File: src/rtl/periodic_timer_bank_macros.svh
// ----------------------------------------------------------------------------
// Assertion macros for the periodic timer bank
// Shared concurrent assertion forms used by the RTL.
// ----------------------------------------------------------------------------
`ifndef PERIODIC_TIMER_BANK_MACROS_SVH
`define PERIODIC_TIMER_BANK_MACROS_SVH

// A property that must hold at every clock edge outside reset.
`define PTB_ASSERT(label, clk, rst, prop, msg) \
   label: assert property (@(posedge clk) disable iff (rst) (prop)) else $error(msg);

// An implication whose consequent is checked in the cycle after the antecedent.
`define PTB_ASSERT_NEXT(label, clk, rst, ante, cons, msg) \
   label: assert property (@(posedge clk) disable iff (rst) (ante) |=> (cons)) else $error(msg);

`endif

File: src/rtl/ptb_pkg.sv
// ----------------------------------------------------------------------------
// Periodic timer bank package
// Transfer types, request codes and slot record shared by the bank's modules.
// ----------------------------------------------------------------------------
package ptb_pkg;

   localparam int PERIOD_W   = 16;
   localparam int LIMIT_W    = 8;
   localparam int MS_W       = 32;
   localparam int SUB_W      = 10;
   localparam int MASK_W     = 2;

   localparam logic [1:0] REQ_TICK     = 2'd0;
   localparam logic [1:0] REQ_REGISTER = 2'd1;
   localparam logic [1:0] REQ_POLL     = 2'd2;

   typedef struct packed {
      logic [1:0]          req_type;
      logic [PERIOD_W-1:0] period_ticks;
      logic [LIMIT_W-1:0]  repeat_limit;
   } req_item_type;

   typedef struct packed {
      logic [MASK_W-1:0] fired_mask;
      logic [MS_W-1:0]   ms_count;
      logic              second_flag;
      logic              accepted;
   } rsp_item_type;

   // One timer slot as seen by the shared update unit.
   typedef struct packed {
      logic [PERIOD_W-1:0] period;
      logic [LIMIT_W-1:0]  limit;
      logic [PERIOD_W-1:0] elapsed;
      logic [LIMIT_W-1:0]  fired_count;
      logic                active;
   } slot_rec_type;

endpackage

File: src/rtl/ptb_slot_step.sv
// ----------------------------------------------------------------------------
// Timer slot update unit
// Advances an active slot by one tick: fire and restart (retiring the slot once
// its repeat limit is reached), or count up. An inactive slot is left as it is.
module ptb_slot_step
   import ptb_pkg::*;
(
   input  slot_rec_type slot_cur,
   output slot_rec_type slot_next,
   output logic         fire
);

   logic [LIMIT_W-1:0] fired_inc;

   assign fired_inc = slot_cur.fired_count + LIMIT_W'(1);

   always_comb begin
      slot_next = slot_cur;
      fire      = 1'b0;
      if (slot_cur.active) begin
         if (slot_cur.elapsed >= slot_cur.period) begin
            slot_next.elapsed = '0;
            fire              = 1'b1;
            if (slot_cur.limit != '0) begin
               slot_next.fired_count = fired_inc;
               if (fired_inc >= slot_cur.limit) begin
                  slot_next.active = 1'b0;
               end
            end
         end else begin
            slot_next.elapsed = slot_cur.elapsed + PERIOD_W'(1);
         end
      end
   end

endmodule

File: src/rtl/periodic_timer_bank.sv
// ----------------------------------------------------------------------------
// Periodic timer bank
// Millisecond-tick driven bank of repeating timer slots with a seconds flag.
// ----------------------------------------------------------------------------
// A tick request passes each slot registered so far (at most NUM_SLOTS)
// through the shared update unit, one slot record per cycle, and then
// loads its result into the output register in the finish step; with no
// slot registered it goes straight to the finish step. Register and poll
// requests, and the unused request code, go straight to the finish step.
// The input side takes no new transfer until the current result has been
// loaded. The load step waits while an earlier result still sits in the
// output register under rsp_stall. A loaded result may then wait on
// rsp_stall while the next request is already being worked on.
// ----------------------------------------------------------------------------
module periodic_timer_bank
   import ptb_pkg::*;
#(
   parameter int NUM_SLOTS        = 2,
   parameter int TICKS_PER_SECOND = 1000
) (
   input  logic         clock,
   input  logic         reset,
   input  logic         req_valid,
   output logic         req_stall,
   input  req_item_type req_data,
   output logic         rsp_valid,
   input  logic         rsp_stall,
   output rsp_item_type rsp_data
);

`include "periodic_timer_bank_macros.svh"

   // Slot index width and the width of a count that can reach NUM_SLOTS.
   localparam int IDXW = (NUM_SLOTS > 1) ? $clog2(NUM_SLOTS) : 1;
   localparam int CNTW = $clog2(NUM_SLOTS + 1);

   typedef enum logic [1:0] {
      ST_IDLE,
      ST_WALK,
      ST_FINISH
   } state_type;

   state_type           state_ff, state_in;
   logic [IDXW-1:0]     idx_ff, idx_in;
   logic [CNTW-1:0]     slots_used_ff, slots_used_in;
   logic [MS_W-1:0]     ms_counter_ff, ms_counter_in;
   logic [SUB_W-1:0]    sub_count_ff, sub_count_in;
   logic                pending_ff, pending_in;
   logic [MASK_W-1:0]   mask_ff, mask_in;
   logic                flag_ff, flag_in;
   logic                acc_ff, acc_in;
   logic                rsp_valid_ff, rsp_valid_in;
   rsp_item_type        rsp_data_ff, rsp_data_in;

   // Slot storage. Only the active bits need a reset; the rest is written
   // when a slot is registered and is read only for registered slots.
   logic [NUM_SLOTS-1:0] active_ff, active_in;
   logic [PERIOD_W-1:0]  period_ff  [NUM_SLOTS];
   logic [LIMIT_W-1:0]   limit_ff   [NUM_SLOTS];
   logic [PERIOD_W-1:0]  elapsed_ff [NUM_SLOTS];
   logic [LIMIT_W-1:0]   fcount_ff  [NUM_SLOTS];

   logic                 wr_en;
   logic [IDXW-1:0]      wr_idx;
   slot_rec_type         wr_rec;

   slot_rec_type         walk_cur, walk_next;
   logic                 walk_fire;
   logic                 req_xfer;
   logic                 walk_last;
   logic [SUB_W-1:0]     sub_inc;

   assign req_xfer  = req_valid && !req_stall;
   assign req_stall = (state_ff != ST_IDLE);
   assign rsp_valid = rsp_valid_ff;
   assign rsp_data  = rsp_data_ff;

   // The slot under the walk index goes through the shared update unit.
   assign walk_cur.period      = period_ff[idx_ff];
   assign walk_cur.limit       = limit_ff[idx_ff];
   assign walk_cur.elapsed     = elapsed_ff[idx_ff];
   assign walk_cur.fired_count = fcount_ff[idx_ff];
   assign walk_cur.active      = active_ff[idx_ff];

   ptb_slot_step u_slot_step (
      .slot_cur  (walk_cur),
      .slot_next (walk_next),
      .fire      (walk_fire)
   );

   assign walk_last = ((CNTW'(idx_ff) + CNTW'(1)) == slots_used_ff);
   assign sub_inc   = sub_count_ff + SUB_W'(1);

   always_comb begin
      state_in      = state_ff;
      idx_in        = idx_ff;
      slots_used_in = slots_used_ff;
      ms_counter_in = ms_counter_ff;
      sub_count_in  = sub_count_ff;
      pending_in    = pending_ff;
      mask_in       = mask_ff;
      flag_in       = flag_ff;
      acc_in        = acc_ff;
      active_in     = active_ff;
      rsp_valid_in  = rsp_valid_ff;
      rsp_data_in   = rsp_data_ff;
      wr_en         = 1'b0;
      wr_idx        = idx_ff;
      wr_rec        = walk_next;

      // A delivered result frees the output register.
      if (rsp_valid_ff && !rsp_stall) begin
         rsp_valid_in = 1'b0;
      end

      unique case (state_ff)
         ST_IDLE: begin
            if (req_xfer) begin
               mask_in  = '0;
               flag_in  = 1'b0;
               acc_in   = 1'b0;
               idx_in   = '0;
               state_in = ST_FINISH;
               unique case (req_data.req_type)
                  REQ_TICK: begin
                     ms_counter_in = ms_counter_ff + MS_W'(1);
                     if (sub_inc == SUB_W'(TICKS_PER_SECOND)) begin
                        sub_count_in = '0;
                        pending_in   = 1'b1;
                     end else begin
                        sub_count_in = sub_inc;
                     end
                     if (slots_used_ff != '0) begin
                        state_in = ST_WALK;
                     end
                  end
                  REQ_REGISTER: begin
                     if (slots_used_ff < CNTW'(NUM_SLOTS)) begin
                        wr_en                     = 1'b1;
                        wr_idx                    = slots_used_ff[IDXW-1:0];
                        wr_rec.period             = req_data.period_ticks;
                        wr_rec.limit              = req_data.repeat_limit;
                        wr_rec.elapsed            = '0;
                        wr_rec.fired_count        = '0;
                        wr_rec.active             = 1'b1;
                        active_in[wr_idx]         = 1'b1;
                        slots_used_in             = slots_used_ff + CNTW'(1);
                        acc_in                    = 1'b1;
                     end
                  end
                  REQ_POLL: begin
                     flag_in    = pending_ff;
                     pending_in = 1'b0;
                  end
                  default: begin
                     // The unused request code changes nothing.
                  end
               endcase
            end
         end
         ST_WALK: begin
            wr_en             = 1'b1;
            active_in[idx_ff] = walk_next.active;
            // Only the first two slots have a bit in the fired mask.
            if (walk_fire && ((idx_ff >> 1) == '0)) begin
               mask_in[idx_ff[0]] = 1'b1;
            end
            if (walk_last) begin
               state_in = ST_FINISH;
            end else begin
               idx_in = idx_ff + IDXW'(1);
            end
         end
         ST_FINISH: begin
            if (!rsp_valid_ff || !rsp_stall) begin
               rsp_valid_in            = 1'b1;
               rsp_data_in.fired_mask  = mask_ff;
               rsp_data_in.ms_count    = ms_counter_ff;
               rsp_data_in.second_flag = flag_ff;
               rsp_data_in.accepted    = acc_ff;
               state_in                = ST_IDLE;
            end
         end
         default: begin
            state_in = ST_IDLE;
         end
      endcase
   end

   always_ff @(posedge clock) begin
      if (reset) begin
         state_ff      <= ST_IDLE;
         idx_ff        <= '0;
         slots_used_ff <= '0;
         ms_counter_ff <= '0;
         sub_count_ff  <= '0;
         pending_ff    <= 1'b0;
         active_ff     <= '0;
         rsp_valid_ff  <= 1'b0;
      end else begin
         state_ff      <= state_in;
         idx_ff        <= idx_in;
         slots_used_ff <= slots_used_in;
         ms_counter_ff <= ms_counter_in;
         sub_count_ff  <= sub_count_in;
         pending_ff    <= pending_in;
         active_ff     <= active_in;
         rsp_valid_ff  <= rsp_valid_in;
      end
   end

   always_ff @(posedge clock) begin
      mask_ff     <= mask_in;
      flag_ff     <= flag_in;
      acc_ff      <= acc_in;
      rsp_data_ff <= rsp_data_in;
      if (wr_en) begin
         period_ff[wr_idx]  <= wr_rec.period;
         limit_ff[wr_idx]   <= wr_rec.limit;
         elapsed_ff[wr_idx] <= wr_rec.elapsed;
         fcount_ff[wr_idx]  <= wr_rec.fired_count;
      end
   end

   // The fill count never passes the number of slots.
   `PTB_ASSERT(a_slots_in_range, clock, reset, slots_used_ff <= CNTW'(NUM_SLOTS), "slot count overflow")

   // A register transfer into a bank with room takes exactly one more slot.
   `PTB_ASSERT_NEXT(a_register_fills, clock, reset, req_xfer && (req_data.req_type == REQ_REGISTER) && (slots_used_ff < CNTW'(NUM_SLOTS)), slots_used_ff == $past(slots_used_ff) + CNTW'(1), "register did not fill a slot")

   // The millisecond count moves only on a tick transfer.
   `PTB_ASSERT_NEXT(a_ms_only_on_tick, clock, reset, !(req_xfer && (req_data.req_type == REQ_TICK)), $stable(ms_counter_ff), "millisecond count moved without a tick")

   // Slots beyond the fill count are never active.
   `PTB_ASSERT(a_active_within_used, clock, reset, (active_ff >> slots_used_ff) == '0, "active slot beyond fill count")

endmodule
File: config.mk
export PLATFORM = sky130hd
export DESIGN_NAME = periodic_timer_bank
export DESIGN_NICKNAME = d
export VERILOG_FILES = /design/src/rtl/ptb_pkg.sv /design/src/rtl/ptb_slot_step.sv /design/src/rtl/periodic_timer_bank.sv
export VERILOG_INCLUDE_DIRS = /design/src /design/src/rtl
export SDC_FILE = /design/constraint.sdc
export NUM_CORES = 1
export LEC_CHECK = 0
export BUFFER_PORTS_ARGS = -buffer_cell sky130_fd_sc_hd__buf_2
export CAP_MARGIN = 25
export CORE_MARGIN = 1.5
export CORE_UTILIZATION = 45
export CTS_CLUSTER_SIZE = 20
export DETAILED_ROUTE_END_ITERATION = 10
export GPL_ROUTABILITY_DRIVEN = 0
export PLACE_DENSITY = 0.73
export SLEW_MARGIN = 40
export SYNTH_ARGS = -nofsm -noshare
export SYNTH_HDL_FRONTEND = slang
export SYNTH_SLANG_ARGS = --single-unit
File: constraint.sdc
create_clock -name clock -period 5.34 [get_ports clock]
set_input_delay 0.801 -clock clock [delete_from_list [all_inputs] [get_ports clock]]
set_output_delay 0.801 -clock clock [all_outputs]
set_load 0.05 [all_outputs]
==> results of run 1 <==
==> registers in the layout, indices dropped and copies added, names as in the netlist, 2 cells and up, named ones only <==
register and flops:
sub_count_ff 10, ms_counter_ff 32, slots_used_ff 2, period_ff 32
active_ff 2, mask_ff 2, fcount_ff 16, elapsed_ff 32
state_ff 2, rsp_data 36, limit_ff 16
==> stage by stage <==
step	setup slack (ns)	utilization (%)	total power, mW	hold WS (ns)
2_1_floorplan	0.9180	-	1.780	0.4003
3_3_place_gp	1.340	49.10	1.832	0.4028
6_report	1.561	52.32	3.009	0.4170
5_1_grt	1.266	52.32	3.119	0.4342
3_5_place_dp	1.572	49.28	1.839	0.4052
4_1_cts	1.550	52.31	3.034	0.4206
==> worst register-to-register path, stage by stage (launching register included) <==
cell,delay (ns)
dfxtp_4,0.72
buf_4,0.48
mux2_2,0.40
ha_1,0.27
nand2b_1,0.14
a2111o_1,0.41
a32oi_1,0.26
and3_1,0.28
o21ai_1,0.15
buf_4,0.26
nor3_1,0.24
==> cells by family after synthesis <==
group,after synthesis,synth area share [%]
and+or+nand+nor,252,14.25
buffers and inverters,48,2.429
adders and majority gates,29,4.244
DFF,188,59.94
AOI/OAI and AO/OA,93,6.658
xor gates and xnor gates,57,5.838
muxes,55,6.643
==> cell usage in the layout (no fill, tap or decap), types with 3 or more instances in the layout <==
master | Yosys | final
o211ai_1 | 3 | 3
mux2_2 | 14 | 14
nand4_1 | 15 | 15
a21o_1 | 4 | 4
buf_2 | 6 | 66
nand2b_1 | 4 | 4
or3_1 | 6 | 6
nor2b_1 | 3 | 3
edfxtp_1 | 136 | 136
xnor2_1 | 30 | 30
nor2_1 | 95 | 95
nand3_1 | 26 | 26
and4_1 | 8 | 8
and2_1 | 4 | 4
nor3b_1 | 5 | 5
clkbuf_16 | 0 | 18
inv_4 | 0 | 3
clkinv_2 | 1 | 6
o21ai_0 | 9 | 8
a21oi_1 | 49 | 48
dfxtp_1 | 52 | 51
nand2_1 | 45 | 44
ha_1 | 29 | 29
nand3b_1 | 5 | 5
nor3_1 | 17 | 17
mux2i_1 | 41 | 41
a2111oi_0 | 4 | 4
inv_1 | 21 | 21
and3_1 | 8 | 8
a211oi_1 | 5 | 5
xor2_1 | 27 | 27
buf_4 | 3 | 8
==> per-layer routing <==
metal	share of wire (%)	GRT usage, %
met3	2.5	3.431
met5	0	0
met4	1.5	5.263
met2	50	27.82
met1	46	20.89
==> area by class of cell <==
type	count	area, sq um
flip-flops and latches	188	5129
inverters	22	83.83
clock inverters	13	111.4
well taps	234	292.8
repair buffers	76	420.4
multi-input cells	486	3263
clock buffers	19	454.2
fillers	1615	8889
==> where the power goes <==
| group | leakage [nW] | total, mW | switching, mW | internal [mW] |
|---|---|---|---|---|
| combinational | 1.49 | 0.195 | 0.133 | 0.0617 |
| sequential | 1.69 | 1.61 | 0.0128 | 1.60 |
| clock | 0.289 | 1.20 | 0.528 | 0.674 |
==> worst max-delay path by stage <==
stage                         start                to  slack (ns)
after global routing           flop  elapsed_ff[1][6]        1.27
after detailed placement       flop  elapsed_ff[1][6]        1.57
after floorplan           req_valid  elapsed_ff[0][0]        0.92
final                          flop  elapsed_ff[0][6]        1.56
after CTS                      flop  elapsed_ff[0][6]        1.55
after global placement         flop  elapsed_ff[0][6]        1.34
==> flow_metrics.env, run 1 <==
export IMPL_floorplan_die_area_sq_um=19840
export IMPL_synth_top_cell_by_area="edfxtp_1"
export IMPL_clock_pin_slew_on_the_worst_setup_and_hold_paths_ns=0.07
export IMPL_synth_warnings=0
export IMPL_area_growth_syn_to_layout_pct=14.08
export IMPL_dieWidth_um=140.8
export IMPL_synth_top_flop_cell="edfxtp_1"
export IMPL_worst_pin_slew_ns=0.7941
export IMPL_initial_antenna_violation_count=0
export IMPL_layout_min_cycle_time_ns=3.779
export IMPL_critPathMaxStageDelay_ns=0.72
export IMPL_yosysMostFrequentCell="edfxtp_1"
export IMPL_ant_nets=0
export IMPL_ctsHtreeMaxLevel=4
export IMPL_grtUsageTotal_pct=16.33
export IMPL_irDropWorstVdd_v=0.0002106
export IMPL_report_final_setup_viol=0
export IMPL_insertion_delay_ns=0.42
export IMPL_die_height_um=140.8
export IMPL_rsz0062_at_grt="no"
export IMPL_min_delay_path_class="flop to flop"
export IMPL_grt_pass1_wl_um=25850
export IMPL_placed_area_sq_um=9186
export IMPL_viasPerCell=5.260
export IMPL_clock_sinks=188
export IMPL_starting_density_of_the_core_pct=45.87
export IMPL_path_max_fanout=41
export IMPL_cts_root_buf="clkbuf_16"
export IMPL_fin_nets=850
export IMPL_synth_edff_count=136
export IMPL_cts_repair_timing_setup_buffer_count=0
export IMPL_r2r_cells=10
export IMPL_finClkSkew_ns=0.005695
export IMPL_cts_root_to_sink_buffers=2
export IMPL_worst_ep_arrival_time_ns=4.02
export IMPL_post_synth_most_frequent_cells="136 x edfxtp_1, 95 x nor2_1, 52 x dfxtp_1"
export IMPL_worst_endpoint_required_time_ns=5.58
export IMPL_async_reset_ff_share_pct=0
export IMPL_overflow=0
export IMPL_endpoint_kind="flop"
export IMPL_detail_route_wirelength_um=15480
export IMPL_worstSetupPathDepth=10
export IMPL_status="finished clean"
export IMPL_min_from="acc_ff"
export IMPL_synthDominantCellAreaShare_pct=47.76
export IMPL_largest_net_degree_at_the_start_of_global_routing=54
export IMPL_worstSetupStartpointType="flop"
export IMPL_final_hold_violations=0
export IMPL_dp_cells=1006
export IMPL_drt_initial_drc_count=349
export IMPL_postSynthAreaPerCell_sq_um=11.84
export IMPL_rrSetupSlack_ns=1.56
export IMPL_portBuffers=67
export IMPL_drc_markers=0
export IMPL_drv_slew=0
export IMPL_final_layout_size_suffix_gt1_share_pct=16.42
export IMPL_min_period_over_period_pct=70.77
export IMPL_synth_yosys_seq_area_share_pct=59.94
export IMPL_ys_ff_latch=188
export IMPL_dr_total_vias=5460
export IMPL_cts_tree="built"
export IMPL_synth_top_area_cells="edfxtp_1 48%, dfxtp_1 12%, mux2i_1 4.8%"
export IMPL_syn_nets=781
export IMPL_max_slew_margin_rel_pct=46.57
export IMPL_timing_critical_path_buf_inv=2
export IMPL_syn_inst=722
export IMPL_cts_buffers_inserted=17
export IMPL_timing_setup_tns_ns=0
export IMPL_power_leakage_nw=3.474
export IMPL_worstHoldPathCells=0
export IMPL_cts_repair_resize_count=0
export IMPL_wl_per_cell_um=14.91
export IMPL_setup_worst_path_class="flop to flop"
export IMPL_reg2reg_to="elapsed_ff[0][6]"
export IMPL_path_common_cell="buf_4"
export IMPL_io_pins=68
export IMPL_yosysUniqueCellTypes=53
export IMPL_critPathSlowestCell="dfxtp_4"
export IMPL_vias_in_the_first_global_route=5352
export IMPL_hold_buffers=0
export IMPL_floorplan_core_area_sq_um=18640
export IMPL_stdcell_count=1038
export IMPL_dp_final_hpwl_um=10470
export IMPL_fmaxAchievable_mhz=264.6
export IMPL_antenna_cells=0
export IMPL_timing_critical_path_max_delay_family="compound AO/OA/AOI/OAI gates"
export IMPL_floorplan_rows=50
export IMPL_post_synth_instance_area_sq_um=8551
export IMPL_power_density_cell_area_nw_per_um2=308.4
export IMPL_detailedRoute_firstPassIterationCount=5
export IMPL_min_to="rsp_data[0]"
export IMPL_maxCapViolCount=0
export IMPL_cells_along_the_critical_path="buf_4 > mux2_2 > ha_1 > nand2b_1 > a2111o_1 > a32oi_1 > and3_1 > o21ai_1 > buf_4 > nor3_1"
export IMPL_postLayoutCellArea_sq_um=9754
Power figures use the tool's default switching activity.
==> run 2: changes to the inputs <==
--- a/config.mk
+++ b/config.mk
@@ -13,7 +13,7 @@
 export CTS_CLUSTER_SIZE = 20
 export DETAILED_ROUTE_END_ITERATION = 10
 export GPL_ROUTABILITY_DRIVEN = 0
-export PLACE_DENSITY = 0.73
+export PLACE_DENSITY = 0.71
 export SLEW_MARGIN = 40
 export SYNTH_ARGS = -nofsm -noshare
 export SYNTH_HDL_FRONTEND = slang
==> constraint.sdc (replaced) <==
create_clock -name clock -period 3.8 [get_ports clock]
set_input_delay 0.57 -clock clock [delete_from_list [all_inputs] [get_ports clock]]
set_output_delay 0.57 -clock clock [all_outputs]
set_load 0.05 [all_outputs]
==> flow_metrics.env, run 2 (same netlist as run 1, synthesis figures left out) <==
export IMPL_cts_repair_resize_count=0
export IMPL_dieWidth_um=140.8
export IMPL_max_slew_margin_rel_pct=41.98
export IMPL_io_pins=68
export IMPL_vias_in_the_first_global_route=5176
export IMPL_cts_repair_timing_setup_buffer_count=0
export IMPL_floorplan_rows=50
export IMPL_cts_tree="built"
export IMPL_worstSetupStartpointType="flop"
export IMPL_dp_final_hpwl_um=10730
export IMPL_ant_nets=0
export IMPL_rsz0062_at_grt="no"
export IMPL_largest_net_degree_at_the_start_of_global_routing=52
export IMPL_fmaxAchievable_mhz=307.7
export IMPL_clock_sinks=188
export IMPL_largest_reg_flops=36
export IMPL_whs_ns=0.4327
export IMPL_final_layout_size_suffix_gt1_share_pct=16.85
export IMPL_path_max_fanout=21
export IMPL_grtUsageTotal_pct=16.26
export IMPL_dr_total_vias=5578
export IMPL_worst_ep_arrival_time_ns=3.58
export IMPL_finClkSkew_ns=0.01600
export IMPL_drc_markers=0
export IMPL_status="finished clean"
export IMPL_floorplan_die_area_sq_um=19840
export IMPL_min_delay_path_class="flop to flop"
export IMPL_clock_pin_slew_on_the_worst_setup_and_hold_paths_ns=0.07
export IMPL_insertion_delay_ns=0.44
export IMPL_area_growth_syn_to_layout_pct=15.16
export IMPL_die_height_um=140.8
export IMPL_grt_met2_usage_pct=27.22
export IMPL_detailedRoute_firstPassIterationCount=4
export IMPL_floorplan_core_area_sq_um=18640
export IMPL_final_hold_violations=0
export IMPL_min_period_over_period_pct=85.53
export IMPL_starting_density_of_the_core_pct=45.87
export IMPL_layout_min_cycle_time_ns=3.250
export IMPL_power_leakage_nw=3.506
export IMPL_ctsHtreeMaxLevel=4
export IMPL_min_from="flag_ff"
export IMPL_overflow=0
export IMPL_worst_endpoint_required_time_ns=4.13
export IMPL_viasPerCell=5.353
export IMPL_wl_per_cell_um=15.27
export IMPL_stdcell_count=1042
export IMPL_cts_buffers_inserted=17
export IMPL_drv_slew=0
export IMPL_initial_antenna_violation_count=1
export IMPL_power_density_cell_area_nw_per_um2=438.5
export IMPL_grt_met1_usage_pct=20.49
export IMPL_cts_root_to_sink_buffers=2
export IMPL_grt_busiest_layer="met2"
export IMPL_irDropWorstVdd_v=0.0003349
export IMPL_hold_buffers=0
export IMPL_fin_nets=853
export IMPL_endpoint_kind="flop"
export IMPL_drt_initial_drc_count=297
export IMPL_grt_use_met3_pct=3.431
export IMPL_report_final_setup_viol=0
export IMPL_maxCapViolCount=0
export IMPL_detail_route_wirelength_um=15910
export IMPL_cts_root_buf="clkbuf_16"
export IMPL_grt_pass1_wl_um=25380
export IMPL_portBuffers=67
export IMPL_leading_cell_type_in_the_layout_fill_and_taps_excluded="edfxtp_1"
export IMPL_worst_pin_slew_ns=0.8484
export IMPL_timing_setup_tns_ns=0
export IMPL_setup_worst_path_class="flop to flop"
export IMPL_rrSetupSlack_ns=0.55
export IMPL_layout_cells_most_common_list="136 x edfxtp_1, 95 x nor2_1, 66 x buf_2"
export IMPL_dp_cells=1009
==> run 2: changes by cell type in the layout (fill, tap and decap cells not counted), moves of 2 or more <==
cell and delta:
inv_4 -3, clkinv_8 +4, clkinv_2 -5, inv_6 +5, inv_8 +2, buf_12 +2
==> run 2: cell type report <==
| type | count | area, sq um |
|---|---|---|
| Fill cell | 1577 | 8796 |
| Inverter | 22 | 83.83 |
| Clock inverter | 14 | 160.2 |
| Sequential cell | 188 | 5126 |
| Timing Repair Buffer | 79 | 467.9 |
| Antenna cell | 1 | 2.502 |
| Multi-Input combinational cell | 486 | 3263 |
| Clock buffer | 18 | 450.4 |
| Tap cell | 234 | 292.8 |
==> run 2: metal layers <==
layer,wire length [um],vias to the layer above
li1,-,2781
met1,7089,2674
met2,8037,94
met3,427,29
met4,357,0
met5,0,-
==> run 2: metrics by stage <==
| stage | area [sq um] | worst slack (ns) | power, mW | utilization [%] |
|---|---|---|---|---|
| after floorplan | 8561 | 0.2665 | 2.500 | - |
| after global routing | 9847 | 0.2028 | 4.467 | 52.82 |
| after global placement | 9201 | 0.6550 | 2.576 | 49.36 |
| final | 9847 | 0.5499 | 4.318 | 52.82 |
| after detailed placement | 9231 | 0.6362 | 2.587 | 49.52 |
| after CTS | 9842 | 0.5625 | 4.351 | 52.79 |
==> run 2: final timing paths <==
path	endpoint	depth (start not counted)
max	active_ff[1]	9
min	rsp_data[1]	0
max reg2reg	active_ff[1]	9
min reg2reg	rsp_data[1]	0
==> run 2: critical path, stage by stage, from the launching register on <==
cell and delay (ns):
dfxtp_2 0.50, buf_4 0.36, mux2_2 0.40, ha_1 0.28
nand2b_1 0.14, a2111oi_0 0.40, a2111oi_0 0.11, a2111oi_0 0.46
nor3_1 0.16, a311oi_1 0.32
==> run 2: power breakdown <==
part | internal (mW) | total (mW) | leakage (nW) | switching (mW)
Sequential | 2.25 | 2.26 | 1.69 | 0.0177
Clock | 0.927 | 1.78 | 0.299 | 0.851
Combinational | 0.0876 | 0.277 | 1.51 | 0.189
